File: src/hfv_pkg.sv
package hfv_pkg;

   // request operation codes
   typedef enum logic [1:0] {
      OP_NAME  = 2'd0,
      OP_VALUE = 2'd1,
      OP_END   = 2'd2,
      OP_NONE  = 2'd3
   } op_type;

   // verdict codes
   typedef enum logic [2:0] {
      VERDICT_OK         = 3'd0,
      VERDICT_NAME_CHAR  = 3'd1,
      VERDICT_VALUE_CHAR = 3'd2,
      VERDICT_EDGE_SPACE = 3'd3,
      VERDICT_CONN_NAME  = 3'd4,
      VERDICT_TE_VALUE   = 3'd5
   } verdict_type;

   // classified request between front and back
   typedef struct packed {
      op_type     op;
      logic [7:0] lc;
      logic       upper;
      logic       name_bad;
      logic       colon;
      logic       value_bad;
      logic       space;
   } item_type;

   localparam int QUEUE_DEPTH = 4;
   localparam int QUEUE_PTR_W = $clog2(QUEUE_DEPTH);
   localparam int QUEUE_CNT_W = $clog2(QUEUE_DEPTH + 1);

   localparam int NAME_LIST_SIZE = 8;
   localparam int TE_LIST_BIT    = 4;

   localparam logic [4:0] NAME_COUNT_MAX  = 5'd31;
   localparam logic [3:0] VALUE_COUNT_MAX = 4'd15;
   localparam logic [3:0] TRAILERS_LEN    = 4'd8;
   localparam logic [4:0] TE_LEN          = 5'd2;

   localparam logic [7:0] CHAR_SPACE = 8'h20;
   localparam logic [7:0] CHAR_HTAB  = 8'h09;
   localparam logic [7:0] CHAR_COLON = 8'h3A;
   localparam logic [7:0] CHAR_UP_LO = 8'h41;
   localparam logic [7:0] CHAR_UP_HI = 8'h5A;
   localparam logic [7:0] CHAR_DEL   = 8'h7F;
   localparam logic [7:0] CHAR_NUL   = 8'h00;
   localparam logic [7:0] CHAR_CR    = 8'h0D;
   localparam logic [7:0] CHAR_LF    = 8'h0A;
   localparam logic [7:0] CASE_FOLD  = 8'h20;

   // connection-specific names, right-aligned with the first character in the highest used byte
   localparam logic [151:0] NAME_CONNECTION  = 152'("connection");
   localparam logic [151:0] NAME_KEEP_ALIVE  = 152'("keep-alive");
   localparam logic [151:0] NAME_PROXY_AUTHN = 152'("proxy-authenticate");
   localparam logic [151:0] NAME_PROXY_AUTHZ = 152'("proxy-authorization");
   localparam logic [151:0] NAME_TE          = 152'("te");
   localparam logic [151:0] NAME_TRAILERS    = 152'("trailers");
   localparam logic [151:0] NAME_XFER_ENC    = 152'("transfer-encoding");
   localparam logic [151:0] NAME_UPGRADE     = 152'("upgrade");
   localparam logic [63:0]  WORD_TRAILERS    = 64'("trailers");
   localparam logic [15:0]  WORD_TE          = 16'("te");

   // length of a listed name
   function automatic logic [4:0] conn_len(input logic [2:0] idx);
      logic [4:0] l;
      case (idx)
         3'd0:    l = 5'd10;
         3'd1:    l = 5'd10;
         3'd2:    l = 5'd18;
         3'd3:    l = 5'd19;
         3'd4:    l = 5'd2;
         3'd5:    l = 5'd8;
         3'd6:    l = 5'd17;
         3'd7:    l = 5'd7;
         default: l = 5'd0;
      endcase
      return l;
   endfunction

   // character of a listed name, valid for pos below its length
   function automatic logic [7:0] conn_char(input logic [2:0] idx, input logic [4:0] pos);
      logic [151:0] s;
      logic [151:0] t;
      logic [4:0]   sh;
      case (idx)
         3'd0:    s = NAME_CONNECTION;
         3'd1:    s = NAME_KEEP_ALIVE;
         3'd2:    s = NAME_PROXY_AUTHN;
         3'd3:    s = NAME_PROXY_AUTHZ;
         3'd4:    s = NAME_TE;
         3'd5:    s = NAME_TRAILERS;
         3'd6:    s = NAME_XFER_ENC;
         3'd7:    s = NAME_UPGRADE;
         default: s = '0;
      endcase
      sh = conn_len(idx) - 5'd1 - pos;
      t  = s >> {sh, 3'b000};
      return t[7:0];
   endfunction

   // character of "trailers"
   function automatic logic [7:0] trailers_char(input logic [2:0] pos);
      logic [63:0] t;
      logic [2:0]  sh;
      sh = 3'd7 - pos;
      t  = WORD_TRAILERS >> {sh, 3'b000};
      return t[7:0];
   endfunction

   // character of "te"
   function automatic logic [7:0] te_char(input logic pos);
      return pos ? WORD_TE[7:0] : WORD_TE[15:8];
   endfunction

endpackage

File: src/hfv_front.sv
module hfv_front (
   input  logic                req_push,
   input  logic [1:0]          req_op,
   input  logic [7:0]          req_data_byte,
   output logic                req_full,
   input  logic                queue_full,
   output logic                queue_push,
   output hfv_pkg::item_type   queue_item
);

   logic upper;

   // backpressure comes straight from the queue
   assign req_full = queue_full;

   // unused op codes are taken and dropped
   assign queue_push = req_push && !queue_full &&
                       (hfv_pkg::op_type'(req_op) != hfv_pkg::OP_NONE);

   // byte classification
   assign upper = (req_data_byte >= hfv_pkg::CHAR_UP_LO) &&
                  (req_data_byte <= hfv_pkg::CHAR_UP_HI);

   always_comb begin
      queue_item.op        = hfv_pkg::op_type'(req_op);
      queue_item.upper     = upper;
      queue_item.lc        = upper ? (req_data_byte + hfv_pkg::CASE_FOLD) : req_data_byte;
      queue_item.name_bad  = (req_data_byte <= hfv_pkg::CHAR_SPACE) || upper ||
                             (req_data_byte >= hfv_pkg::CHAR_DEL);
      queue_item.colon     = (req_data_byte == hfv_pkg::CHAR_COLON);
      queue_item.value_bad = (req_data_byte == hfv_pkg::CHAR_NUL) ||
                             (req_data_byte == hfv_pkg::CHAR_CR) ||
                             (req_data_byte == hfv_pkg::CHAR_LF);
      queue_item.space     = (req_data_byte == hfv_pkg::CHAR_SPACE) ||
                             (req_data_byte == hfv_pkg::CHAR_HTAB);
   end

endmodule

File: src/hfv_queue.sv
module hfv_queue (
   input  logic                clock,
   input  logic                reset,
   input  logic                push,
   input  hfv_pkg::item_type   push_item,
   output logic                full,
   input  logic                pop,
   output hfv_pkg::item_type   head_item,
   output logic                empty
);

   hfv_pkg::item_type                mem_ff [hfv_pkg::QUEUE_DEPTH];
   logic [hfv_pkg::QUEUE_PTR_W-1:0]  wr_ptr_ff, wr_ptr_in;
   logic [hfv_pkg::QUEUE_PTR_W-1:0]  rd_ptr_ff, rd_ptr_in;
   logic [hfv_pkg::QUEUE_CNT_W-1:0]  count_ff, count_in;
   logic                             do_push, do_pop;

   assign full      = (count_ff == hfv_pkg::QUEUE_CNT_W'(hfv_pkg::QUEUE_DEPTH));
   assign empty     = (count_ff == '0);
   assign head_item = mem_ff[rd_ptr_ff];
   assign do_push   = push && !full;
   assign do_pop    = pop && !empty;

   // pointer and count update
   always_comb begin
      wr_ptr_in = do_push ? wr_ptr_ff + 1'b1 : wr_ptr_ff;
      rd_ptr_in = do_pop ? rd_ptr_ff + 1'b1 : rd_ptr_ff;
      count_in  = count_ff;
      if (do_push && !do_pop) begin
         count_in = count_ff + 1'b1;
      end else if (do_pop && !do_push) begin
         count_in = count_ff - 1'b1;
      end
   end

   always_ff @(posedge clock) begin
      if (reset) begin
         wr_ptr_ff <= '0;
         rd_ptr_ff <= '0;
         count_ff  <= '0;
      end else begin
         wr_ptr_ff <= wr_ptr_in;
         rd_ptr_ff <= rd_ptr_in;
         count_ff  <= count_in;
      end
   end

   // storage
   always_ff @(posedge clock) begin
      if (do_push) begin
         mem_ff[wr_ptr_ff] <= push_item;
      end
   end

endmodule

File: src/hfv_back.sv
module hfv_back (
   input  logic                clock,
   input  logic                reset,
   input  logic                queue_empty,
   input  hfv_pkg::item_type   queue_item,
   output logic                queue_pop,
   input  logic                rsp_pop,
   output logic                rsp_empty,
   output logic [2:0]          rsp_verdict
);

   logic [4:0]                        name_count_ff, name_count_in;
   logic [3:0]                        value_count_ff, value_count_in;
   logic                              name_bad_ff, name_bad_in;
   logic                              value_bad_ff, value_bad_in;
   logic                              first_space_ff, first_space_in;
   logic                              last_space_ff, last_space_in;
   logic [hfv_pkg::NAME_LIST_SIZE-1:0] list_match_ff, list_match_in;
   logic                              te_match_ff, te_match_in;
   logic                              trailers_match_ff, trailers_match_in;

   hfv_pkg::verdict_type              verdict;
   logic                              conn_hit;
   logic                              trailers_ok;
   logic                              take_name, take_value, take_end;

   // result queue, two entries
   hfv_pkg::verdict_type              out_mem_ff [2];
   logic                              out_wr_ff, out_rd_ff;
   logic [1:0]                        out_count_ff, out_count_in;
   logic                              out_full, out_push, out_pop;

   assign out_full    = (out_count_ff == 2'd2);
   assign rsp_empty   = (out_count_ff == 2'd0);
   assign rsp_verdict = out_mem_ff[out_rd_ff];
   assign out_pop     = rsp_pop && !rsp_empty;

   // an end request waits for room in the result queue
   assign queue_pop  = !queue_empty && ((queue_item.op != hfv_pkg::OP_END) || !out_full);
   assign take_name  = queue_pop && (queue_item.op == hfv_pkg::OP_NAME);
   assign take_value = queue_pop && (queue_item.op == hfv_pkg::OP_VALUE);
   assign take_end   = queue_pop && (queue_item.op == hfv_pkg::OP_END);
   assign out_push   = take_end;

   // verdict from the state built so far
   always_comb begin
      conn_hit = 1'b0;
      for (int i = 0; i < hfv_pkg::NAME_LIST_SIZE; i++) begin
         if (i != hfv_pkg::TE_LIST_BIT && list_match_ff[i] &&
             name_count_ff == hfv_pkg::conn_len(3'(i))) begin
            conn_hit = 1'b1;
         end
      end
      trailers_ok = trailers_match_ff && (value_count_ff == hfv_pkg::TRAILERS_LEN);
      if (name_bad_ff) begin
         verdict = hfv_pkg::VERDICT_NAME_CHAR;
      end else if (value_bad_ff) begin
         verdict = hfv_pkg::VERDICT_VALUE_CHAR;
      end else if (value_count_ff != '0 && (first_space_ff || last_space_ff)) begin
         verdict = hfv_pkg::VERDICT_EDGE_SPACE;
      end else if (conn_hit) begin
         verdict = hfv_pkg::VERDICT_CONN_NAME;
      end else if (te_match_ff && name_count_ff == hfv_pkg::TE_LEN &&
                   value_count_ff != '0 && !trailers_ok) begin
         verdict = hfv_pkg::VERDICT_TE_VALUE;
      end else begin
         verdict = hfv_pkg::VERDICT_OK;
      end
   end

   // field state update
   always_comb begin
      name_count_in     = name_count_ff;
      value_count_in    = value_count_ff;
      name_bad_in       = name_bad_ff;
      value_bad_in      = value_bad_ff;
      first_space_in    = first_space_ff;
      last_space_in     = last_space_ff;
      list_match_in     = list_match_ff;
      te_match_in       = te_match_ff;
      trailers_match_in = trailers_match_ff;
      if (take_end) begin
         name_count_in     = '0;
         value_count_in    = '0;
         name_bad_in       = 1'b0;
         value_bad_in      = 1'b0;
         first_space_in    = 1'b0;
         last_space_in     = 1'b0;
         list_match_in     = '1;
         te_match_in       = 1'b1;
         trailers_match_in = 1'b1;
      end else if (take_name) begin
         if (queue_item.name_bad || (queue_item.colon && name_count_ff != '0)) begin
            name_bad_in = 1'b1;
         end
         for (int i = 0; i < hfv_pkg::NAME_LIST_SIZE; i++) begin
            if (!(name_count_ff < hfv_pkg::conn_len(3'(i)) &&
                  queue_item.lc == hfv_pkg::conn_char(3'(i), name_count_ff))) begin
               list_match_in[i] = 1'b0;
            end
         end
         if (!(name_count_ff < hfv_pkg::TE_LEN && !queue_item.upper &&
               queue_item.lc == hfv_pkg::te_char(name_count_ff[0]))) begin
            te_match_in = 1'b0;
         end
         if (name_count_ff != hfv_pkg::NAME_COUNT_MAX) begin
            name_count_in = name_count_ff + 1'b1;
         end
      end else if (take_value) begin
         if (queue_item.value_bad) begin
            value_bad_in = 1'b1;
         end
         if (value_count_ff == '0) begin
            first_space_in = queue_item.space;
         end
         last_space_in = queue_item.space;
         if (!(value_count_ff < hfv_pkg::TRAILERS_LEN && !queue_item.upper &&
               queue_item.lc == hfv_pkg::trailers_char(value_count_ff[2:0]))) begin
            trailers_match_in = 1'b0;
         end
         if (value_count_ff != hfv_pkg::VALUE_COUNT_MAX) begin
            value_count_in = value_count_ff + 1'b1;
         end
      end
   end

   always_ff @(posedge clock) begin
      if (reset) begin
         name_count_ff     <= '0;
         value_count_ff    <= '0;
         name_bad_ff       <= 1'b0;
         value_bad_ff      <= 1'b0;
         first_space_ff    <= 1'b0;
         last_space_ff     <= 1'b0;
         list_match_ff     <= '1;
         te_match_ff       <= 1'b1;
         trailers_match_ff <= 1'b1;
      end else begin
         name_count_ff     <= name_count_in;
         value_count_ff    <= value_count_in;
         name_bad_ff       <= name_bad_in;
         value_bad_ff      <= value_bad_in;
         first_space_ff    <= first_space_in;
         last_space_ff     <= last_space_in;
         list_match_ff     <= list_match_in;
         te_match_ff       <= te_match_in;
         trailers_match_ff <= trailers_match_in;
      end
   end

   // result queue control
   always_comb begin
      out_count_in = out_count_ff;
      if (out_push && !out_pop) begin
         out_count_in = out_count_ff + 1'b1;
      end else if (out_pop && !out_push) begin
         out_count_in = out_count_ff - 1'b1;
      end
   end

   always_ff @(posedge clock) begin
      if (reset) begin
         out_wr_ff    <= 1'b0;
         out_rd_ff    <= 1'b0;
         out_count_ff <= '0;
      end else begin
         out_wr_ff    <= out_wr_ff ^ out_push;
         out_rd_ff    <= out_rd_ff ^ out_pop;
         out_count_ff <= out_count_in;
      end
   end

   // result storage
   always_ff @(posedge clock) begin
      if (out_push) begin
         out_mem_ff[out_wr_ff] <= verdict;
      end
   end

endmodule

File: src/http2_header_field_validator.sv
// Validates one decoded HTTP/2 header field streamed a byte per request: name bytes
// (op 0), value bytes (op 1), then an end request (op 2) that yields one verdict and
// clears the field state; op 3 is taken and ignored. The block takes one request every
// cycle while req_full is low. A front stage classifies each byte and writes it into a
// four-entry queue; the back stage applies one request per cycle to the field state and
// writes verdicts into a two-entry result queue, holding an end request while that is
// full, so a stalled result side backs up the request side only once both queues fill.
// An end request is stored in the request queue, and its verdict in the result queue.
module http2_header_field_validator (
   input  logic       clock,
   input  logic       reset,
   input  logic       req_push,
   output logic       req_full,
   input  logic [1:0] req_op,
   input  logic [7:0] req_data_byte,
   output logic       rsp_empty,
   input  logic       rsp_pop,
   output logic [2:0] rsp_verdict
);

   hfv_pkg::item_type front_item, head_item;
   logic              queue_push, queue_full, queue_pop, queue_empty;

   // byte classification
   hfv_front u_front (
      .req_push      (req_push),
      .req_op        (req_op),
      .req_data_byte (req_data_byte),
      .req_full      (req_full),
      .queue_full    (queue_full),
      .queue_push    (queue_push),
      .queue_item    (front_item)
   );

   // decoupling queue
   hfv_queue u_queue (
      .clock     (clock),
      .reset     (reset),
      .push      (queue_push),
      .push_item (front_item),
      .full      (queue_full),
      .pop       (queue_pop),
      .head_item (head_item),
      .empty     (queue_empty)
   );

   // field state and verdicts
   hfv_back u_back (
      .clock       (clock),
      .reset       (reset),
      .queue_empty (queue_empty),
      .queue_item  (head_item),
      .queue_pop   (queue_pop),
      .rsp_pop     (rsp_pop),
      .rsp_empty   (rsp_empty),
      .rsp_verdict (rsp_verdict)
   );

endmodule

File: config.mk
export PLATFORM = sky130hd
export DESIGN_NAME = http2_header_field_validator
export DESIGN_NICKNAME = d
export VERILOG_FILES = /design/src/hfv_pkg.sv /design/src/hfv_front.sv /design/src/hfv_queue.sv /design/src/hfv_back.sv /design/src/http2_header_field_validator.sv
export SDC_FILE = /design/constraint.sdc
export NUM_CORES = 1
export LEC_CHECK = 0
export BUFFER_PORTS_ARGS = -buffer_cell sky130_fd_sc_hd__buf_4
export CAP_MARGIN = 20
export CORE_MARGIN = 2
export CORE_UTILIZATION = 35
export CTS_CLUSTER_DIAMETER = 80
export DETAILED_ROUTE_END_ITERATION = 10
export GPL_TIMING_DRIVEN = 0
export HOLD_SLACK_MARGIN = 0.03
export PLACE_DENSITY_LB_ADDON = 0.05
export SLEW_MARGIN = 20
export SYNTH_ARGS = -nofsm -noshare
export SYNTH_HDL_FRONTEND = slang
export SYNTH_SLANG_ARGS = --single-unit
File: constraint.sdc
create_clock -name clock -period 3.7 [get_ports clock]
set_input_delay 0.555 -clock clock [delete_from_list [all_inputs] [get_ports clock]]
set_output_delay 0.555 -clock clock [all_outputs]
set_load 0.02 [all_outputs]
[Yosys cells after proc, flatten, opt, wreduce, memory -nomap -nowiden]
Memories as Yosys holds them, arrays and structs flattened. A register that Yosys moved wholly into a read port is not among the register bits.
Index checks and enable logic that the tools add are counted.
Cells by class
  magnitude comparators: 12
  shift operators: 8
  eq/ne operators: 30
  reductions and logical operators: 81
  bitwise operators: 12
  multiplexer cells: 51
  add/sub/neg operators: 22
Operators by type and width (number)
  $mux 152: 14
  $shr 152x8->8: 7
  $eq 8x8->1: 9
  $mux 5: 13
  $shr 63x6->8 const A: 1
  $logic_and 1x1->1: 38
  $lt 5x5->1: 6
  $sub 5x1->5 const B: 6
  $sub 5x5->5: 6
  $eq 8x4->1 const B: 3
  $reduce_and 2->1: 11
  $mux 3: 7
  $eq 8x6->1 const B: 2
  $ge 8x7->1 const B: 2
  $eq 5x5->1 const B: 3
  $mux 1: 12
  $reduce_and 3->1: 4
  $eq 5x4->1 const B: 2
  $logic_not 1->1: 10
  $not 1->1: 10
  $add 8x6->8 const B: 1
  $le 8x6->1 const B: 1
  $le 8x7->1 const B: 1
  $logic_not 8->1: 1
  other kinds (29): 46
Storage, ports and cells
  word-level logic and storage cells: 239
  bits of input ports: 14
  RAM bits: 66
  register bits: 33
  memories: 2
  output and inout bits: 5
Memory list
  u_queue.mem_ff: words 4, width 15, rd ports 1, clocked after memory_dff 1, wr ports 1, RTL line hfv_queue.sv:12  | hfv_pkg::item_type mem_ff [hfv_pkg::QUEUE_DEPTH];
  u_back.out_mem_ff: words 2, width 3, rd ports 1, clocked after memory_dff 1, wr ports 1, RTL line hfv_back.sv:28  | hfv_pkg::verdict_type out_mem_ff [2];

[Depth between registers and ports, before layout]
Gate-level depths: netlist of run 1.
  depth in word-level cells: 14
  depth in mapped cells: 12
  depth with buffers taken out: 10

[Hierarchy]
A second synthesis of run 1 with hierarchy kept.
Second synthesis, totals
  cells, all modules: 679
  area, all modules: 6832.8 um^2
By module, submodules not included
  hfv_back: cells each 511, area each 3880.0 um^2, seq. area each 700.7 um^2, times used 1
  hfv_queue: cells each 126, area each 2646.3 um^2, seq. area each 1981.9 um^2, times used 1
  hfv_front: cells each 42, area each 306.5 um^2, seq. area each 0.0 um^2, times used 1

[Worst setup path after synthesis of run 1]
OpenSTA, ideal clock, no wires.
  kind: register to register
  start point: reg u_back.name_count_ff[1]
  end point: reg u_back.list_match_ff[6] (netlist name)
  path buffers: 2
  library setup time: 0.087 ns
  clock period less this slack: 2.866 ns
  required time: 3.613 ns
  arrival time: 2.779 ns
  stages on the path, launching flop included: 13
  setup slack: 0.834 ns
  path through: dfxtp_1 > clkbuf_1 > inv_1 > ha_1 > clkbuf_1 > inv_1 > nor3_1 > ha_1 > a21oi_1 > a21oi_2 > nand4_1 > or4_1 > o31ai_1
Between the ends
  longest elaborated chain between the ends: 6
  elaborated cells on any way between the ends: 7
  those cells by class: 1 x add/sub; 1 x order compare; 1 x eq/ne; 1 x shift; 1 x bitwise; 2 x reduce/logical
Ends and longest elaborated chain
  start, declared: RTL line hfv_back.sv:12  | logic [4:0] name_count_ff, name_count_in;
  start signal, assigned: RTL line hfv_back.sv:139  | name_count_ff <= name_count_in;
  $sub 5x5->5: RTL line hfv_pkg.sv:100  | sh = conn_len(idx) - 5'd1 - pos;
  $shr 152x8->8: RTL line hfv_pkg.sv:101  | t = s >> {sh, 3'b000};
  $eq 8x8->1: RTL line hfv_back.sv:98  | queue_item.lc == hfv_pkg::conn_char(3'(i), name_count_ff))) begin
  $logic_and 1x1->1 *: RTL line hfv_back.sv:97  | if (!(name_count_ff < hfv_pkg::conn_len(3'(i)) &&
  $not 1->1 (no source line) *
  $reduce_and 2->1 (no source line) *
  end signal, assigned: RTL line hfv_back.sv:145  | list_match_ff <= list_match_in;
  end, declared: RTL line hfv_back.sv:18  | logic [hfv_pkg::NAME_LIST_SIZE-1:0] list_match_ff, list_match_in;
Mark *: on every way between the ends. The rest lies on a longest branch, timed or not.
A chain may end at the register's enable or synchronous reset.

[Worst setup path after layout of run 1]
  start point: reg u_back.name_count_ff[1]
  end point: reg u_back.list_match_ff[0] (netlist name)
The elaborated chain is that of the path after synthesis.

==> impl_results.md, run 1 <==
- Outcome: completed
- Final WL: 19600 um
- TritonCTS Sinks: slightly above 100
- Cell count after synthesis: 665
- DP HPWL: between 10000 and 15000 um
- IO Port Bufs: 18
- DR top layer: met4
- Final min period: ~3.5 ns
- Post-route clock period utilization: between 90% and 100%
- Commonest non-fill, non-tap cell in the layout: edfxtp_1
- Antenna Cells: 0
- CP cell instances: clkbuf_2 -> inv_1 -> ha_1 -> xnor2_1 -> clkbuf_1 -> buf_2 -> a211oi_1 -> o21ai_0 -> xor2_1 -> o2111ai_1 -> o21ai_0
- Clock Tree Root: clkbuf_16
- Clk_lat worst skew: 0.36 ns
- WP data required: 3.99 ns
- Max Freq: 283 MHz
- Cell with the most instances on the worst path: o21ai_0
- Seq/Total Area, Yosys: about two fifths
- CTS Buffer Depth: 2
- Post-Syn Area: approximately 0.0067 mm^2
- Worst Setup Slack, final: approximately 0.17 ns
- Place WS: -0.183 ns
- GPL Wtd Cong: 0.887
- Die area: around 0.020 mm^2
- DRT iter0 DRCs: roughly 460
- P_int: about 2.8 mW
- RSZ-0062 raised after global routing: no
- Reg power frac: 30.5%
- Number of synthesized register bits: ~100
- Worst path arrival time: about 3.8 ns
- Pwr/cell area: about 650 mW/mm^2
- Fillers: between 1.5k and 2k
- Synthesized Nets: around 700
- Met2 WL: roughly 9300 um
- Most frequent cells in the layout: 66 x edfxtp_1, 61 x nor2_1, 46 x a21oi_1
- Drt pass-1 iters: 7
- Max Cap Viol: 0
- DR DRC count: 0
- Antenna Nets Post-Route: 0
- Max stage delay on crit path: about 0.50 ns
- CTS tree: yes
- Power share of the combinational group: between 50% and 60%
- Final setup TNS: 0 ns
- Metal1 wirelength: between 8000 and 9000 um
- Drt via density: 5.74
- Nature of the critical path startpoint: flip-flop
- Slew at the pin with the worst max-slew slack: around 0.87 ns
- Yosys warnings: 0
- Crit path max fanout: 12
- Ys flop type: edfxtp_1
- Maximum vdd drop: about 280 uV
- Total CTS buffers: 9
- # IOs: 19
- Vias in the first global route: between 5k and 6k
- Ys async rst share: 0%
- Crit path max-delay cell type: dfxtp_2
- Core ar.: around 0.019 mm^2
- Worst Setup Path Type: flip-flop to flip-flop
- Die X: ~140 um
- Via count: approximately 5.4k
- Net Sw Power: just over 2 mW
- First-pass GRT wire length: between 30000 and 40000 um
- Hold Path Class: input pin to flip-flop
- FP Rows: 50
- Final setup viols: 0
- Number of synthesized flops with an enable pin: 66
- GRT overflow: 0
- Tot Pwr: slightly below 5 mW
- Largest net degree at the start of global routing: 19
- Fin. max-slew vios: 0
- Initial antenna violation count: 0
- Initial core utilization: 35.7%
- Chip height: between 100 and 150 um
- Crit. End Element: flip-flop
- Share of layout cells above drive strength 1: 9.87%
- Area growth syn-to-layout: 10.8%
- Cell variety after synth: between 60 and 70
- Clock-pin slew on the worst setup and hold paths: 0.08 ns
- Slew headroom: 42.2%
- Switching Share: between 40% and 50%
- Setup Skew: roughly 0.013 ns
- Hold_ws: approximately 0.38 ns
- WL met3: between 1000 and 1500 um
- H-Tree Depth: 3
- Final hold vios: 0
- P_leak: between 2 and 3 nW
- Routed WL per cell: roughly 21 um
- Clock group share of total power: 19.5%
- Mean post-synth cell area: between 10 and 15 um^2
- Final Net Count: 746
- Total track usage: between 15 and 20%
## cells in the mapped netlist, drive strengths merged, types with 20 or more instances
cell / count / share of area (%)
a21oi: 48 / 3.7
clkbuf: 29 / 1.6
dfxtp: 35 / 10
edfxtp: 66 / 30
ha: 37 / 6.9
inv: 27 / 1.5
mux4: 20 / 7.4
nand2: 37 / 2.1
nand3: 21 / 1.6
nor2: 61 / 3.4
o21ai: 37 / 2.8
xnor2: 36 / 4.9
## stage by stage
stage	instances	cell area (um^2)	utilization (%)
detailed placement	917	7110	38.0
CTS	933	7390	39.5
finish	933	7400	39.6
floorplan	665	6680	-
global placement	917	7110	38.0
global route	933	7400	39.6
## final timing paths
path                                               from                               endpoint  slack [ns]  cells after the start
setup / recovery   u_back.name_count_ff[1]$_SDFFE_PP0P_   u_back.list_match_ff[0]$_SDFFE_PP1P_        0.17                     11
hold / removal                                    reset    u_back.out_count_ff[1]$_SDFFE_PP0P_        0.38                      2
setup reg to reg   u_back.name_count_ff[1]$_SDFFE_PP0P_   u_back.list_match_ff[0]$_SDFFE_PP1P_        0.17                     11
hold reg to reg   u_back.trailers_match_ff$_SDFFE_PP1P_  u_back.trailers_match_ff$_SDFFE_PP1P_        0.47                      2
## layout make-up
class,instances,area [um^2],share of cell area [%]
multi-input cells,493,3710,50.1
flip-flops and latches,101,2680,36.2
well taps,234,293,3.95
clock buffers,9,225,3.04
plain buffers,42,195,2.64
repair buffers,18,135,1.82
inverters,29,109,1.47
clock inverters,7,56.3,0.760
## metal layers
metal,global-route usage [%],vias up
li1,-,2542
met1,26.4,2589
met2,33.1,181
met3,3.16,46
met4,7.47,0
met5,0,-
## state kept, by name, summed over array words and instances (netlist names), named ones only
signal	flops
u_back.last_space_ff	1
u_queue.rd_ptr_ff	2
u_back.out_count_ff	2
u_queue.wr_ptr_ff	2
u_queue.mem_ff	60
u_back.value_bad_ff	1
u_back.out_wr_ff	1
u_back.out_rd_ff	1
u_back.first_space_ff	1
u_back.list_match_ff	7
u_back.name_bad_ff	1
u_back.te_match_ff	1
u_back.trailers_match_ff	1
u_back.name_count_ff	5
u_back.out_mem_ff	6
u_queue.count_ff	3
u_back.value_count_ff	4
## critical path, delay by kind of cell, from the launching register on
family          cells  cell delay, ns
compound gates      4            0.67
xor+xnor            2            0.62
buf+inv             4            1.33
flops               1            0.50
fa+ha+maj           1            0.35
## cell families after synthesis
group                    count (synthesis)  synth area share [%]
adder cells (fa/ha/maj)                 38                  7.23
AND/OR/NAND/NOR                        198                  14.4
flip-flops                             101                  40.2
XOR/XNOR                                51                  6.91
buffers and inverters                   71                  4.51
multiplexers                            44                  11.1
AO/OA/AOI/OAI                          162                  15.6
## power by group through the flow
| stage | clock [mW] | combinational [mW] | sequential [mW] |
|---|---|---|---|
| after floorplan | 0 | 1.72 | 1.46 |
| after global placement | 0 | 2.36 | 1.49 |
| after detailed placement | 0 | 2.38 | 1.50 |
| after CTS | 0.961 | 2.39 | 1.47 |
| after global routing | 1.01 | 2.63 | 1.49 |
| final | 0.937 | 2.41 | 1.47 |
## timing repair
| action | 4_1_cts | 5_1_grt |
|---|---|---|
| hold buffers | 0 | 0 |
| setup buffers | 0 | 0 |
| setup endpoints to repair | 5 | 7 |
| gates resized for setup | 1 | 6 |
Note: power is estimated with default switching activity, not from simulation.
==> run 2, diff against run 1 <==
Settings changed: GPL_TIMING_DRIVEN 0 to not set.
==> run 2 against run 1 <==
  * Clock skew is 0.00075 ns lower
  * Critical path depth fell by 2
  * Largest cell class unchanged
  * Total power is 1.0% lower
==> impl_results.md, run 2 (synthesis gave the netlist of run 1 again) <==
- Routed WL per cell: 20.3 um (-3.1%)
- Worst path arrival time: 3.53 ns (-0.29 ns)
- Total track usage: 18.6% (-1.4 points)
- GPL Wtd Cong: 0.856 (-3.4%)
- H-Tree Depth: 3 (unchanged)
- Setup Skew: 0.0119 ns (-0.000749 ns)
- Final setup viols: 0 (unchanged)
- Clock group share of total power: 20.2% (+0.7 points)
- Final min period: 3.26 ns (-0.271 ns)
- RSZ-0062 raised after global routing: no
- Hold Path Class: input pin to flip-flop
- Biggest register: u_queue.mem_ff
- CTS resizes: 0 (-1)
- Net Sw Power: 1.99 mW (-2.2%)
- Final WL: 18500 um (-5.4%)
- Fin util: 39.4% (-0.21 points)
- CP cell instances: inv_1 -> ha_1 -> nand2b_1 -> xnor2_2 -> mux4_2 -> xnor2_1 -> a211oi_1 -> a21oi_1 -> o31ai_1
- Outcome: completed
- Via count: 5243 (-2.1%)
- GRT overflow: 0 (unchanged)
- Clk_lat worst skew: 0.35 ns (about the same)
- Clock Tree Root: clkbuf_16
- Post-route clock period utilization: 88.2% (-7.3 points)
- Die area: 0.0202 mm^2 (unchanged)
- CTS tree: yes
- Initial antenna violation count: 0 (unchanged)
- Most frequent cells in the layout: 66 x edfxtp_1, 61 x nor2_1, 47 x a21oi_1
- Switching Share: 41.7% (-0.50 points)
- Min-Delay Endpoint: u_queue.mem_ff[2][14]$_DFFE_PP_
- CTS Buffer Depth: 2 (unchanged)
- Antenna Nets Post-Route: 0 (unchanged)
- Inst Count DP: 895 (-2.4%)
- Reg2reg start: u_back.name_count_ff[2]$_SDFFE_PP0P_
- Worst reg2reg setup slack: 0.44 ns (+0.27 ns)
- Total CTS buffers: 9 (unchanged)
- Area growth syn-to-layout: 10.2%
- Final Cell Area: 0.00736 mm^2 (-0.54%)
- Buffers and inverters on the worst path: 1 (-3)
- Tot Pwr: 4.76 mW (-1.0%)
- Clock-pin slew on the worst setup and hold paths: 0.08 ns (about the same)
- Worst Setup Path Type: flip-flop to flip-flop
- Slew headroom: 33.6% (-8.6 points)
- Antenna Cells: 0 (unchanged)
- Drt pass-1 iters: 5 (-2)
- DP HPWL: 12700 um (-9.8%)
- Biggest registers after layout: u_queue.mem_ff x60, u_back.list_match_ff x7, u_back.out_mem_ff x6
- DRT iter0 DRCs: 314 (-31%)
- Post-CTS Setup Repair Bufs: 0 (unchanged)
- Hold Path Depth: 1 (-1)
- Nature of the critical path startpoint: flip-flop
- Filler-free cell count of the finished design: 911 (-2.4%)
- P_leak: 2.68 nW (+0.51%)
- Crit. End Element: flip-flop
- Vias in the first global route: 5101 (-2.2%)
- FP Rows: 50 (unchanged)
- Chip height: 142 um (unchanged)
- Worst Setup Slack, final: 0.438 ns (+0.271 ns)
- Commonest non-fill, non-tap cell in the layout: edfxtp_1
- Fin. max-slew vios: 0 (unchanged)
- Max stage delay on crit path: 0.64 ns (+0.14 ns)
- Final setup TNS: 0 ns (unchanged)
- Max Freq: 307 MHz (+8.3%)
- Crit path max fanout: 14 (+2)
- # IOs: 19 (unchanged)
- Place WS: 0.501 ns (+0.683 ns)
- Initial core utilization: 35.7% (unchanged)
- Final Net Count: 724 (-2.9%)
- Drt via density: 5.76 (+0.22%)
- Power share of the combinational group: 48.6% (-1.4 points)
- R2R cell count: 9 (-2)
- TritonCTS Sinks: 101 (unchanged)
- P_int: 2.78 mW (-0.17%)
- Die X: 142 um (unchanged)
- Largest register FFs: 60 (unchanged)
- Max Cap Viol: 0 (unchanged)
- WP data required: 3.96 ns (-0.03 ns)
- CTS Hold Buffers Added: 0 (unchanged)
- DR DRC count: 0 (unchanged)
- Reg power frac: 31.2% (+0.7 points)
- Hold_ws: 0.415 ns (+0.0396 ns)
- Largest net degree at the start of global routing: 24 (+5)
- Crit path max-delay cell type: ha_1
- Placed cell area: 0.00707 mm^2 (-0.60%)
- Core ar.: 0.0187 mm^2 (unchanged)
- Maximum vdd drop: 301 uV (+5.7%)
- Final hold vios: 0 (unchanged)
- HP Start: req_op[1]
- Slew at the pin with the worst max-slew slack: 0.996 ns (+0.129 ns)
- First-pass GRT wire length: 28700 um (-5.5%)
- Share of layout cells above drive strength 1: 10.9% (+1.1 points)
- IO Port Bufs: 18 (unchanged)
- Kind of cell adding the most delay to the critical path: adder cells
- R2r endpoint: u_back.list_match_ff[6]$_SDFFE_PP1P_
- Pwr/cell area: 647 mW/mm^2 (-0.49%)
-- run 2: worst max-delay path by stage --
stage | startpoint | endpoint | slack, ns | cells after the start
4_1_cts | u_back.name_count_ff[2]$_SDFFE_PP0P_ | u_back.list_match_ff[6]$_SDFFE_PP1P_ | 0.46 | 9
3_3_place_gp | u_back.name_count_ff[2]$_SDFFE_PP0P_ | u_back.list_match_ff[6]$_SDFFE_PP1P_ | 0.58 | 9
5_1_grt | u_back.name_count_ff[2]$_SDFFE_PP0P_ | u_back.list_match_ff[6]$_SDFFE_PP1P_ | 0.16 | 9
2_1_floorplan | u_back.name_count_ff[1]$_SDFFE_PP0P_ | u_back.list_match_ff[6]$_SDFFE_PP1P_ | 0.83 | 12
3_5_place_dp | u_back.name_count_ff[2]$_SDFFE_PP0P_ | u_back.list_match_ff[6]$_SDFFE_PP1P_ | 0.50 | 9
6_report | u_back.name_count_ff[2]$_SDFFE_PP0P_ | u_back.list_match_ff[6]$_SDFFE_PP1P_ | 0.44 | 9
-- run 2: cell type report --
class | instances | area (um^2)
inverter | 29 | 109
clock buffer | 9 | 225
sequential | 101 | 2680
fill | 1862 | 11300
multi-input combinational | 493 | 3700
timing repair buffer | 38 | 285
clock inverter | 7 | 72.6
tap | 234 | 293
-- run 2: power groups by stage --
stage	clock network (mW)	logic (mW)	registers (mW)
finish	0.963	2.31	1.49
global route	1.02	2.55	1.51
CTS	0.988	2.31	1.49
detailed placement	0	2.31	1.51
global placement	0	2.30	1.51
floorplan	0	1.72	1.46
-- run 2: routing by layer --
| layer | track usage [%] | vias to the layer above | routed length [um] |
|---|---|---|---|
| met5 | 0 | - | 0 |
| met4 | 5.58 | 0 | 418 |
| met3 | 3.43 | 26 | 902 |
| met2 | 31.3 | 145 | 8820 |
| met1 | 24.5 | 2577 | 8380 |
| li1 | - | 2495 | - |
==> run 3, diff against run 2 <==
Settings changed: SYNTH_HIERARCHICAL set to 1.
==> run 3 against run 2 <==
  * Register-to-register slack improved by 0.06 ns
  * Largest cell class unchanged
  * Core utilization decreased by 0.80 points
  * Synthesized cell count increased by 2.1%
==> impl_results.md, run 3 <==
- HP Start: req_op[1]
- Nature of the critical path startpoint: flip-flop
- FP Rows: 51 (+2.0%)
- Drt via density: 5.40 (-6.1%)
- Final Net Count: 727 (+0.41%)
- Worst reg2reg setup slack: 0.50 ns (+0.06 ns)
- Most instantiated library cell after synthesis: edfxtp_1
- P_int: 2.72 mW (-2.2%)
- Ys flop type: edfxtp_1
- Hold Path Depth: 1 (unchanged)
- Tot Pwr: 4.62 mW (-3.1%)
- Antenna Nets Post-Route: 0 (unchanged)
- Switching Share: 41.1% (-0.54 points)
- Area share of the largest cell type after synthesis: 29.0% (-0.66 points)
- Post-route clock period utilization: 86.5% (-1.6 points)
- Final setup TNS: 0 ns (unchanged)
- Chip height: 144 um (+1.1%)
- Routed WL per cell: 19.7 um (-2.9%)
- Worst Setup Slack, final: 0.498 ns (+0.0596 ns)
- Initial antenna violation count: 0 (unchanged)
- H-Tree Depth: 3 (unchanged)
- Top cells by count, synth: 66 x edfxtp_1, 56 x nor2_1, 50 x nand2_1, 41 x a21oi_1, 39 x ha_1
- Clock-pin slew on the worst setup and hold paths: 0.08 ns (about the same)
- Die area: 0.0207 mm^2 (+2.2%)
- DR DRC count: 0 (unchanged)
- Share of layout cells above drive strength 1: 13.7% (+2.8 points)
- CTS resizes: 0 (unchanged)
- Largest net degree at the start of global routing: 25 (+4.2%)
- Area growth syn-to-layout: 9.16%
- GPL Wtd Cong: 0.850 (-0.72%)
- Crit path max fanout: 15 (+1)
- Min-Delay Endpoint: u_queue/mem_ff[3][14]$_DFFE_PP_
- Slew headroom: 44.1% (+11 points)
- CTS Buffer Depth: 2 (unchanged)
- Total CTS buffers: 9 (unchanged)
- Biggest register: u_queue/mem_ff
- WP data required: 3.95 ns (about the same)
- Largest family of logic cells by synthesized area: simple AND/OR/NAND/NOR gates
- Core ar.: 0.0193 mm^2 (+3.4%)
- R2r endpoint: u_back/list_match_ff[3]$_SDFFE_PP1P_
- Reg2reg start: u_back/name_count_ff[0]$_SDFFE_PP0P_
- Final min period: 3.20 ns (-0.0596 ns)
- Total track usage: 18.6% (-0.039 points)
- Synthesized Nets: 733 (+2.2%)
- Pwr/cell area: 619 mW/mm^2 (-4.3%)
- P_leak: 2.65 nW (-1.1%)
- First-pass GRT wire length: 28700 um (about the same)
- Number of synthesized register bits: 101 (unchanged)
- CTS Hold Buffers Added: 0 (unchanged)
- Worst path arrival time: 3.45 ns (-0.08 ns)
- Yosys warnings: 6 (+6)
- Place WS: 0.561 ns (+0.0605 ns)
- Final setup viols: 0 (unchanged)
- Fin. max-slew vios: 0 (unchanged)
- Max Cap Viol: 0 (unchanged)
- Post-synthesis mux area share: 9.78% (-1.3 points)
- Largest register FFs: 60 (unchanged)
- IO Port Bufs: 18 (unchanged)
- RSZ-0062 raised after global routing: no
- Outcome: completed
- Ys async rst share: 0% (unchanged)
- Yosys top cell by area: edfxtp_1
- # IOs: 19 (unchanged)
- Seq/Total Area, Yosys: 39.3% (-0.90 points)
- Power share of the combinational group: 45.2% (-3.4 points)
- Via count: 5095 (-2.8%)
- R2R cell count: 10 (+1)
- Hold Path Class: input pin to flip-flop
- Commonest non-fill, non-tap cell in the layout: edfxtp_1
- Biggest registers after layout: u_queue/mem_ff x60, u_back/list_match_ff x7, u_back/out_mem_ff x6
- Mean post-synth cell area: 10.1 um^2 (+0.18%)
- Fillers: 1952 (+4.8%)
- Post-Syn Area: 0.00683 mm^2 (+2.3%)
- Die X: 144 um (+1.1%)
- Vias in the first global route: 4957 (-2.8%)
- Maximum vdd drop: 255 uV (-15%)
- Clock Tree Root: clkbuf_16
- Number of synthesized flops with an enable pin: 66 (unchanged)
- Synth Area in Simple Gates: 16.4% (+2.0 points)
- CTS tree: yes
- TritonCTS Sinks: 101 (unchanged)
- Clk_lat worst skew: 0.36 ns (about the same)
- Final hold vios: 0 (unchanged)
- Reg power frac: 33.1% (+1.9 points)
- Max Freq: 312 MHz (+1.9%)
- Most frequent cells in the layout: 66 x edfxtp_1, 56 x nor2_1, 50 x nand2_1
- Post-CTS Setup Repair Bufs: 0 (unchanged)
- DRT iter0 DRCs: 357 (+14%)
- Clock group share of total power: 21.7% (+1.5 points)
- Initial core utilization: 35.3% (-0.37 points)
- Cell variety after synth: 83 (+26%)
- Antenna Cells: 0 (unchanged)
- DP HPWL: 12900 um (+1.6%)
- Drt pass-1 iters: 5 (unchanged)
- Net Sw Power: 1.90 mW (-4.3%)
- Adder-cell area share of the yosys netlist: 7.43% (+0.20 points)
- Final WL: 18600 um (+0.52%)
- Crit. End Element: flip-flop
- Ranking of synthesized cells by area: edfxtp_1 29%, dfxtp_1 10%, ha_1 7.1%, mux4_2 5.3%, xnor2_1 3.8%
- Cell count after synthesis: 679 (+2.1%)
- Synth Area in Compound Gates: 13.5% (-2.1 points)
- Setup Skew: 0.00989 ns (-0.00204 ns)
- Slew at the pin with the worst max-slew slack: 0.838 ns (-0.158 ns)
- Worst Setup Path Type: flip-flop to flip-flop
- GRT overflow: 0 (unchanged)
- Synth Area in XOR/XNOR: 8.15% (+1.2 points)
run 3: cell types whose count changed in the layout (fill, tap and decap cells not counted), sizes merged, moves of 4 or more:
cell    before  now
a211oi       9    5
a31oi        4    9
o211ai       7    2
a21oi       48   42
nand2b      12    7
mux2i       18   24
nor2        61   57
buf         38   31
mux4        20   16
nand2       37   50
nand3       21   16
xor2        15   24
nor3        16   20
run 3: power groups by stage:
stage | combinational [mW] | clock (mW) | sequential [mW]
3_3_place_gp | 2.07 | 0 | 1.55
6_report | 2.09 | 1.00 | 1.53
4_1_cts | 2.10 | 1.04 | 1.53
2_1_floorplan | 1.61 | 0 | 1.49
3_5_place_dp | 2.08 | 0 | 1.55
5_1_grt | 2.29 | 1.08 | 1.56
run 3: cells by family after synthesis:
family	after synthesis
AO/OA/AOI/OAI	141
XOR/XNOR	58
adder cells (fa/ha/maj)	40
buffers and inverters	76
flip-flops	101
multiplexers	46
AND/OR/NAND/NOR	217
run 3: routing by layer:
metal | global-route usage [%] | up-vias | wire (um)
met5 | 0 | - | 0
li1 | - | 2461 | -
met1 | 25.6 | 2511 | 8910
met3 | 2.63 | 17 | 566
met2 | 30.6 | 106 | 8850
met4 | 5.31 | 0 | 302
run 3: worst max-delay path by stage:
stage	from	end	slack, ns	cells past startpoint
after floorplan	u_back/name_count_ff[2]$_SDFFE_PP0P_	u_back/list_match_ff[3]$_SDFFE_PP1P_	0.82	10
after global placement	u_back/name_count_ff[0]$_SDFFE_PP0P_	u_back/list_match_ff[3]$_SDFFE_PP1P_	0.66	9
after detailed placement	u_back/name_count_ff[0]$_SDFFE_PP0P_	u_back/list_match_ff[3]$_SDFFE_PP1P_	0.56	10
after CTS	u_back/name_count_ff[0]$_SDFFE_PP0P_	u_back/list_match_ff[3]$_SDFFE_PP1P_	0.54	10
after global routing	u_back/name_count_ff[0]$_SDFFE_PP0P_	u_back/list_match_ff[3]$_SDFFE_PP1P_	0.19	10
final	u_back/name_count_ff[0]$_SDFFE_PP0P_	u_back/list_match_ff[3]$_SDFFE_PP1P_	0.50	10
run 3: cell type report:
cell class | count | area (um^2) | area share (%)
Multi-Input combinational cell | 502 | 3780 | 50.6
Sequential cell | 101 | 2680 | 36.0
Clock inverter | 7 | 91.3 | 1.22
Timing Repair Buffer | 31 | 245 | 3.29
Clock buffer | 9 | 225 | 3.02
Tap cell | 265 | 332 | 4.45
Inverter | 28 | 105 | 1.41
run 3: through the flow:
stage,area (um^2),instances,utilization (%),hold WS (ns)
4_1_cts,7460,943,38.6,0.391
3_3_place_gp,7140,927,36.9,0.440
5_1_grt,7460,943,38.6,0.391
6_report,7460,943,38.6,0.406
3_5_place_dp,7140,927,36.9,0.442
2_1_floorplan,6830,679,-,0.426
run 3: critical path, cell delays in order (launching register included):
cell,delay [ns]
dfxtp_1,0.69
ha_1,0.42
inv_1,0.24
ha_1,0.56
inv_1,0.18
nor3_1,0.19
mux2i_1,0.10
a31oi_1,0.22
or4_1,0.14
a21oi_1,0.06
a221o_1,0.29
